File: src/rtl/tswq_pkg.sv
// Shared types and constants for the timed sleep/wakeup queue.
// Holds field widths, status codes and the controller/datapath interface structs.
// No dependencies.
package tswq_pkg;

    localparam int TIME_W = 40;
    localparam int DUR_W  = 32;
    localparam int STAT_W = 2;

    // Result status codes
    localparam logic [STAT_W-1:0] ST_TICK = 2'd0;
    localparam logic [STAT_W-1:0] ST_OK   = 2'd1;
    localparam logic [STAT_W-1:0] ST_FULL = 2'd2;

    // Commands from controller to datapath
    typedef struct packed {
        logic              capture;    // latch the accepted input transaction
        logic              insert;     // insert captured entry into the sorted chain
        logic              pop;        // drop the head entry
        logic              out_load;   // load the result register
        logic [STAT_W-1:0] out_status;
        logic              out_woken;
        logic              out_last;
    } cmd_t;

    // Status from datapath to controller
    typedef struct packed {
        logic full;      // every cell holds an entry
        logic head_due;  // head entry wakes at or before captured now
        logic next_due;  // second entry wakes at or before captured now
        logic out_free;  // result register can take a new result
    } sts_t;

endpackage

File: src/rtl/tswq_ctrl.sv
// Controller for the timed sleep/wakeup queue.
// Sequences capture, insert and pop; depends on tswq_pkg.
module tswq_ctrl (
    input  logic          aclk,
    input  logic          aresetn,
    input  logic          s_valid,
    output logic          s_ready,
    input  logic          s_action,
    input  tswq_pkg::sts_t sts,
    output tswq_pkg::cmd_t cmd
);
    import tswq_pkg::*;

    typedef enum logic [2:0] {
        S_IDLE  = 3'b001,
        S_SLEEP = 3'b010,
        S_TICK  = 3'b100
    } state_t;

    state_t state_reg, state_next;

    // Next state and commands
    always_comb begin
        state_next     = state_reg;
        s_ready        = 1'b0;
        cmd            = '0;
        cmd.out_status = ST_TICK;
        unique case (state_reg)
            S_IDLE: begin
                s_ready = 1'b1;
                if (s_valid) begin
                    cmd.capture = 1'b1;
                    state_next  = s_action ? S_TICK : S_SLEEP;
                end
            end
            S_SLEEP: begin
                if (sts.out_free) begin
                    cmd.out_load   = 1'b1;
                    cmd.out_last   = 1'b1;
                    cmd.insert     = !sts.full;
                    cmd.out_status = sts.full ? ST_FULL : ST_OK;
                    state_next     = S_IDLE;
                end
            end
            S_TICK: begin
                if (sts.out_free) begin
                    cmd.out_load = 1'b1;
                    if (sts.head_due) begin
                        cmd.pop       = 1'b1;
                        cmd.out_woken = 1'b1;
                        cmd.out_last  = !sts.next_due;
                        state_next    = sts.next_due ? S_TICK : S_IDLE;
                    end else begin
                        cmd.out_last = 1'b1;
                        state_next   = S_IDLE;
                    end
                end
            end
            default: begin
                state_next = S_IDLE;
            end
        endcase
    end

    // State register
    always_ff @(posedge aclk) begin
        if (!aresetn) begin
            state_reg <= S_IDLE;
        end else begin
            state_reg <= state_next;
        end
    end

    // A pop is only issued while ticking and only for a due head
    a_pop_in_tick: assert property (@(posedge aclk) disable iff (!aresetn)
        cmd.pop |-> (state_reg == S_TICK) && sts.head_due)
        else $error("pop outside of a due tick");

    // A sleep always finishes in one result and returns to idle
    a_sleep_done: assert property (@(posedge aclk) disable iff (!aresetn)
        (state_reg == S_SLEEP) && sts.out_free |=> state_reg == S_IDLE)
        else $error("sleep did not return to idle");

    // New transactions are never taken in the same cycle as a result load, insert or pop
    a_capture_idle: assert property (@(posedge aclk) disable iff (!aresetn)
        cmd.capture |-> !cmd.out_load && !cmd.insert && !cmd.pop)
        else $error("capture overlapped other work");

endmodule

File: src/rtl/tswq_dpath.sv
// Datapath for the timed sleep/wakeup queue: sorted cell chain,
// captured input and result register. Depends on tswq_pkg.
module tswq_dpath #(
    parameter int QUEUE_DEPTH = 16,
    parameter int ID_BITS     = 10
) (
    input  logic                         aclk,
    input  logic                         aresetn,
    input  logic [ID_BITS-1:0]           s_sleeper_id,
    input  logic [tswq_pkg::TIME_W-1:0]  s_now,
    input  logic [tswq_pkg::DUR_W-1:0]   s_duration,
    input  tswq_pkg::cmd_t               cmd,
    output tswq_pkg::sts_t               sts,
    output logic                         m_valid,
    input  logic                         m_ready,
    output logic                         m_woken_valid,
    output logic [ID_BITS-1:0]           m_woken_id,
    output logic [tswq_pkg::STAT_W-1:0]  m_status,
    output logic                         m_last
);
    import tswq_pkg::*;

    localparam int OCC_W = $clog2(QUEUE_DEPTH + 1);
    localparam logic [OCC_W-1:0] OCC_MAX = OCC_W'(QUEUE_DEPTH);
    localparam logic [OCC_W-1:0] OCC_ONE = OCC_W'(1);

    // Sorted cells, earliest wakeup at index 0
    logic [TIME_W-1:0]  time_reg [QUEUE_DEPTH];
    logic [ID_BITS-1:0] id_reg   [QUEUE_DEPTH];
    logic [OCC_W-1:0]   occ_reg;

    // Captured transaction
    logic [TIME_W-1:0]  now_reg;
    logic [TIME_W-1:0]  wake_reg;
    logic [ID_BITS-1:0] sid_reg;

    // Result register
    logic               m_valid_reg;
    logic               woken_reg;
    logic [ID_BITS-1:0] wid_reg;
    logic [STAT_W-1:0]  stat_reg;
    logic               last_reg;

    logic [TIME_W:0]    wake_sum;
    logic [TIME_W-1:0]  wake_sat;
    logic [QUEUE_DEPTH-1:0] le;

    // Saturating wakeup time
    always_comb begin
        wake_sum = {1'b0, s_now} + {{(TIME_W + 1 - DUR_W){1'b0}}, s_duration};
        wake_sat = wake_sum[TIME_W] ? {TIME_W{1'b1}} : wake_sum[TIME_W-1:0];
    end

    // Per-cell compare: occupied and not later than the new wakeup
    always_comb begin
        for (int i = 0; i < QUEUE_DEPTH; i++) begin
            le[i] = (OCC_W'(i) < occ_reg) && (time_reg[i] <= wake_reg);
        end
    end

    // Status toward the controller
    always_comb begin
        sts.full     = (occ_reg == OCC_MAX);
        sts.head_due = (occ_reg != '0) && (time_reg[0] <= now_reg);
        sts.next_due = (occ_reg > OCC_ONE) && (time_reg[1] <= now_reg);
        sts.out_free = !m_valid_reg || m_ready;
    end

    // Capture of the accepted transaction
    always_ff @(posedge aclk) begin
        if (cmd.capture) begin
            now_reg  <= s_now;
            wake_reg <= wake_sat;
            sid_reg  <= s_sleeper_id;
        end
    end

    // Cell chain: insert shifts up behind the slot, pop shifts down
    always_ff @(posedge aclk) begin
        if (cmd.insert) begin
            if (!le[0]) begin
                time_reg[0] <= wake_reg;
                id_reg[0]   <= sid_reg;
            end
            for (int i = 1; i < QUEUE_DEPTH; i++) begin
                if (!le[i-1]) begin
                    time_reg[i] <= time_reg[i-1];
                    id_reg[i]   <= id_reg[i-1];
                end else if (!le[i]) begin
                    time_reg[i] <= wake_reg;
                    id_reg[i]   <= sid_reg;
                end
            end
        end else if (cmd.pop) begin
            for (int i = 0; i < QUEUE_DEPTH - 1; i++) begin
                time_reg[i] <= time_reg[i+1];
                id_reg[i]   <= id_reg[i+1];
            end
        end
    end

    // Occupancy count
    always_ff @(posedge aclk) begin
        if (!aresetn) begin
            occ_reg <= '0;
        end else if (cmd.insert) begin
            occ_reg <= occ_reg + OCC_ONE;
        end else if (cmd.pop) begin
            occ_reg <= occ_reg - OCC_ONE;
        end
    end

    // Result register valid
    always_ff @(posedge aclk) begin
        if (!aresetn) begin
            m_valid_reg <= 1'b0;
        end else if (cmd.out_load) begin
            m_valid_reg <= 1'b1;
        end else if (m_ready) begin
            m_valid_reg <= 1'b0;
        end
    end

    // Result register payload
    always_ff @(posedge aclk) begin
        if (cmd.out_load) begin
            woken_reg <= cmd.out_woken;
            wid_reg   <= cmd.out_woken ? id_reg[0] : '0;
            stat_reg  <= cmd.out_status;
            last_reg  <= cmd.out_last;
        end
    end

    assign m_valid       = m_valid_reg;
    assign m_woken_valid = woken_reg;
    assign m_woken_id    = wid_reg;
    assign m_status      = stat_reg;
    assign m_last        = last_reg;

    // Count never runs past the number of cells
    a_occ_bound: assert property (@(posedge aclk) disable iff (!aresetn)
        occ_reg <= OCC_MAX)
        else $error("occupancy past queue depth");

    // No insert into a full chain, no pop from an empty one
    a_no_overrun: assert property (@(posedge aclk) disable iff (!aresetn)
        !(cmd.insert && sts.full) && !(cmd.pop && (occ_reg == '0)))
        else $error("insert when full or pop when empty");

    // Result register is never overwritten while its transaction waits
    a_no_overwrite: assert property (@(posedge aclk) disable iff (!aresetn)
        cmd.out_load |-> !m_valid_reg || m_ready)
        else $error("pending result overwritten");

    // Chain stays sorted at the head
    a_sorted_head: assert property (@(posedge aclk) disable iff (!aresetn)
        occ_reg > OCC_ONE |-> time_reg[0] <= time_reg[1])
        else $error("head entries out of order");

endmodule

File: src/rtl/timed_sleep_wakeup_queue.sv
// Timed sleep/wakeup queue top level: controller plus datapath.
// Depends on tswq_pkg, tswq_ctrl and tswq_dpath.
//
// Usage:
//   Input channel (s_*): one transaction is a sleep request (s_action 0) with
//   id, current time and duration, or a timer tick (s_action 1) with the
//   current time. Result channel (m_*): one transaction per result.
//   A sleep gives a single result, status accepted or full, with m_last set.
//   A tick gives one result per entry whose wakeup time is not later than
//   s_now, earliest first and in arrival order for equal times, m_last on the
//   final one; a tick with nothing due gives one empty result.
//   Timing: the input is captured when it is accepted, and its result is
//   registered once the result register is free; each further woken entry
//   is loaded as the one before it is taken. The controller handles
//   one input at a time and takes no new input until the last result of
//   the current one is loaded into the one-result register.
//   Insertion into the sorted cell chain updates every cell in parallel.
//   Reset empties the queue; cell contents need no clearing.
//   When the receiver stalls, the held result waits and the next result is
//   not produced; one further input is still accepted meanwhile.
module timed_sleep_wakeup_queue #(
    parameter int QUEUE_DEPTH = 16,
    parameter int ID_BITS     = 10
) (
    input  logic                         aclk,
    input  logic                         aresetn,
    input  logic                         s_valid,
    output logic                         s_ready,
    input  logic                         s_action,
    input  logic [ID_BITS-1:0]           s_sleeper_id,
    input  logic [tswq_pkg::TIME_W-1:0]  s_now,
    input  logic [tswq_pkg::DUR_W-1:0]   s_duration,
    output logic                         m_valid,
    input  logic                         m_ready,
    output logic                         m_woken_valid,
    output logic [ID_BITS-1:0]           m_woken_id,
    output logic [tswq_pkg::STAT_W-1:0]  m_status,
    output logic                         m_last
);
    import tswq_pkg::*;

    cmd_t cmd;
    sts_t sts;

    // Sequencer
    tswq_ctrl u_ctrl (
        .aclk     (aclk),
        .aresetn  (aresetn),
        .s_valid  (s_valid),
        .s_ready  (s_ready),
        .s_action (s_action),
        .sts      (sts),
        .cmd      (cmd)
    );

    // Cell chain and result register
    tswq_dpath #(
        .QUEUE_DEPTH (QUEUE_DEPTH),
        .ID_BITS     (ID_BITS)
    ) u_dpath (
        .aclk          (aclk),
        .aresetn       (aresetn),
        .s_sleeper_id  (s_sleeper_id),
        .s_now         (s_now),
        .s_duration    (s_duration),
        .cmd           (cmd),
        .sts           (sts),
        .m_valid       (m_valid),
        .m_ready       (m_ready),
        .m_woken_valid (m_woken_valid),
        .m_woken_id    (m_woken_id),
        .m_status      (m_status),
        .m_last        (m_last)
    );

endmodule

File: config.mk
export PLATFORM = sky130hd
export DESIGN_NAME = timed_sleep_wakeup_queue
export DESIGN_NICKNAME = d
export VERILOG_FILES = /design/src/rtl/tswq_pkg.sv /design/src/rtl/tswq_ctrl.sv /design/src/rtl/tswq_dpath.sv /design/src/rtl/timed_sleep_wakeup_queue.sv
export SDC_FILE = /design/constraint.sdc
export NUM_CORES = 2
export LEC_CHECK = 0
export BUFFER_PORTS_ARGS = -buffer_cell sky130_fd_sc_hd__buf_2
export CORE_MARGIN = 1
export CORE_UTILIZATION = 40
export DETAILED_ROUTE_END_ITERATION = 8
export PLACE_DENSITY = 0.66
export SLEW_MARGIN = 10
export SYNTH_ARGS = -nofsm -noshare
export SYNTH_HDL_FRONTEND = slang
export SYNTH_HIERARCHICAL = 1
export SYNTH_SLANG_ARGS = --single-unit
File: constraint.sdc
create_clock -name aclk -period 8.37 [get_ports aclk]
set_clock_uncertainty 0.1 [all_clocks]
set_input_delay 0.837 -clock aclk [delete_from_list [all_inputs] [get_ports aclk]]
set_output_delay 0.837 -clock aclk [all_outputs]
set_load 0.03 [all_outputs]
==> results.md <==
- Dpl ws: 2670 ps
- Rel. slew slack: 0.0889
- Critical Path Slowest Stage Cell: and2_4
- Clock Latency Late Sink: 710 ps
- Post-cts sizing count: 0
- Met3 Use GR: 0.0251
- PortBufs: 102
- Crit-path cells: buf_4 -> inv_1 -> ha_1 -> a21o_1 -> a21o_1 -> a21oi_1 -> o21ai_0 -> nor3_1 -> o221ai_1 -> o21ai_4 -> buf_4 -> and2_4 -> mux2_2
- Total track usage: 0.230
- Sum Neg Setup Slack: 0 ps
- H-tree levels: 3
- Slew Limit Fails: 0
- Root buffer cell: clkbuf_16
- Core Region: 0.152 mm^2
- CP top delay family: simple AND/OR/NAND/NOR gates
- Max FFs per register: 640
- Avg WL per Cell: 23.5 um
- Power per cell area: 171 mW/mm^2
- DP Wirelength: 135000 um
- Clock-pin transition on the worst setup and hold timing paths: 60 ps
- Worst Hold Class: in2reg
- Final period utilization: 0.686
- Most common cell after layout, fill and taps aside: edfxtp_1
- 1st-pass router iterations: 6
- Worst Path Buf+Inv: 3
- Register bit total from synthesis: 913
- Worst VDD drop: 159 uV
- Die area: 0.155 mm^2
- Antenna-violating nets left: 0
- RSZ-0062 raised after global routing: false
- Initial antenna violation count: 2
- Async set-reset flop share out of synthesis: 0
- Worst Setup SP: u_dpath/wake_reg[9]
- Worst Reg-to-Reg Cells: 13
- First-pass GRT wire length: 281000 um
- Post-Route WL: 184000 um
- WHS: 198 ps
- Crit path capture: u_dpath/time_reg[15][18]
- Post-synth net total: 6600
- Final hold violation count: 0
- Vias in the first global route: 46900
- Synth area leader: edfxtp_1
- Most frequent cells in the layout: 904 x edfxtp_1, 756 x ha_1, 742 x nand2_1, 382 x o21ai_0, 344 x mux2i_1
- Top post-synthesis cells by area: edfxtp_1 44%, ha_1 15%, mux2i_1 5.6%
- DR vias/cell: 6.12
- Ys Warns: 6
- GRT met1 Usage: 0.315
- Area delta synth->final: 9.75%
- Chip height: 394 um
- Critical Path Fanout Max: 50
- Crit end category: flip-flop
- CP required: 8730 ps
- Placer Congestion: 0.945
- R2R Setup Slk: 2630 ps
- Top achievable clock speed: 174 MHz
- Largest net degree at the start of global routing: 233
- Reg2reg start: u_dpath/wake_reg[9]
- Busiest grt layer: met2
- Mapped Area: 0.0615 mm^2
- CTS Buffer Depth: 3
- Library cells used by synthesis: 82
- Via count: 48000
- Slew at the pin closest to its max-slew limit: 1350 ps
- Initial Utilization: 0.404
- Die X: 394 um
- LEAKAGE: 25.8 nW
- FF-to-FF End: u_dpath/time_reg[15][18]
- Crit path DAT: 6100 ps
- NumNets Final: 6575
- Crit path depth: 13
- Final setup fails: 0
- Final Power: 0.0115 W
- Total grt overflow: 0
- Layout cell share with drive strength beyond 1: 0.0917
- Fin crit period: 5740 ps
- I/O pin count: 103
- Synth Instances: 5756
- Synth top area share: 0.441
- CTS tree: built
- Critical Path Max Stage Delay: 880 ps
- DRC errors left: 0
- Setup bufs post-CTS: 0
- CTS Buf Count: 98
- Hold Buf Count CTS: 0
- Synthesized area per cell: 10.7 um^2
- Max_cap viols: 0
- Clock sinks: 913
- CP Class: reg2reg
- Fin area: 0.0675 mm^2
- Diode count: 0
- Crit start category: flip-flop
- Synth Flop Type: edfxtp_1
- Placed Area: 0.0643 mm^2
- # fillers: 14000
- Status: completed
- Row count: 143
- Post-route setup slack: 2630 ps
- Iter 0 DRT Violations: 4751
- M2 GR Usage: 0.364
- Number of flops mapped to enable cells by yosys: 904
- Seq/Total Area, Yosys: 0.444
==> report_power, final <==
group	total, W	switching (W)	internal [W]
clock network	0.00451	0.00193	0.00258
logic	0.00175	0.00111	0.000646
registers	0.00527	0.000116	0.00516
==> cells in the mapped netlist, drive strengths merged, types with 5 or more instances <==
library cell  instances
a211o                 5
a21oi               245
nor2                 88
o21ai               534
inv                 171
xor2                 11
or3                  15
o2111ai               7
nor3                126
mux2                 55
nand4               167
a22oi                54
and3                 11
or4                   6
a2111oi               6
a21boi                5
buf                 114
dfxtp                 9
xnor2                19
a221o               105
clkbuf              247
or2                  15
nor4                 25
a21o                308
o21bai                5
nand2b               25
edfxtp              904
o221ai               56
o211ai               75
o311ai               57
a211oi               19
o31ai                 7
nand2               747
nand3               181
mux2i               344
o21a                 28
ha                  756
nor2b                60
a221oi                8
a31oi                12
and2                 22
a22o                 52
and4                 11
nor3b                 5
==> worst min-delay path by stage <==
| stage | from | endpoint | slack (ps) | cells past startpoint |
|---|---|---|---|---|
| after floorplan | u_ctrl/state_reg[0] | u_ctrl/state_reg[2] | 400 | 2 |
| after global placement | u_dpath/id_reg[15][8] | u_dpath/id_reg[14][8] | 420 | 2 |
| after detailed placement | u_dpath/id_reg[15][4] | u_dpath/id_reg[14][4] | 440 | 2 |
| after CTS | s_sleeper_id[9] | u_dpath/sid_reg[9] | 160 | 1 |
| after global routing | s_sleeper_id[9] | u_dpath/sid_reg[9] | 180 | 1 |
| final | s_sleeper_id[7] | u_dpath/sid_reg[7] | 200 | 1 |
==> cell families (layout without fill, tap and decap cells) <==
logic type	Yosys count	after routing	share of synthesized area
buffers and inverters	532	587	0.0387
adder cells (fa/ha/maj)	757	757	0.154
AO/OA/AOI/OAI	1612	1612	0.178
multiplexers	399	399	0.0660
XOR/XNOR	30	30	0.00427
flip-flops	913	913	0.444
AND/OR/NAND/NOR	1513	1513	0.115
==> worst register-to-register path: stages (launching register included) <==
cell and delay [ps]:
edfxtp_1 380, buf_4 210, inv_1 550, ha_1 380
a21o_1 160, a21o_1 170, a21oi_1 200, o21ai_0 250
nor3_1 530, o221ai_1 260, o21ai_4 330, buf_4 570
and2_4 930, mux2_2 450
==> stage by stage <==
stage / std cells / util
6_report: 7841 / 0.444
5_1_grt: 7841 / 0.444
4_1_cts: 7841 / 0.444
3_5_place_dp: 7661 / 0.422
3_3_place_gp: 7661 / 0.422
2_1_floorplan: 5756 / -
==> cell type report <==
type                    instances  area, um^2  share of cell area
multi-input cells            4311       32100               0.476
inverters                     171         642             0.00951
repair buffers                236        1630              0.0241
clock buffers                 121        2590              0.0384
flip-flops and latches        913       27300               0.405
clock inverters                59         664             0.00984
well taps                    2030        2540              0.0376
==> metal layers <==
metal  share of wire  vias up
met2            0.45     2127
met4           0.045        0
met1            0.43    23400
li1                -    22200
met3           0.074      335
met5               0        -
(Power assumes the default switching activity.)
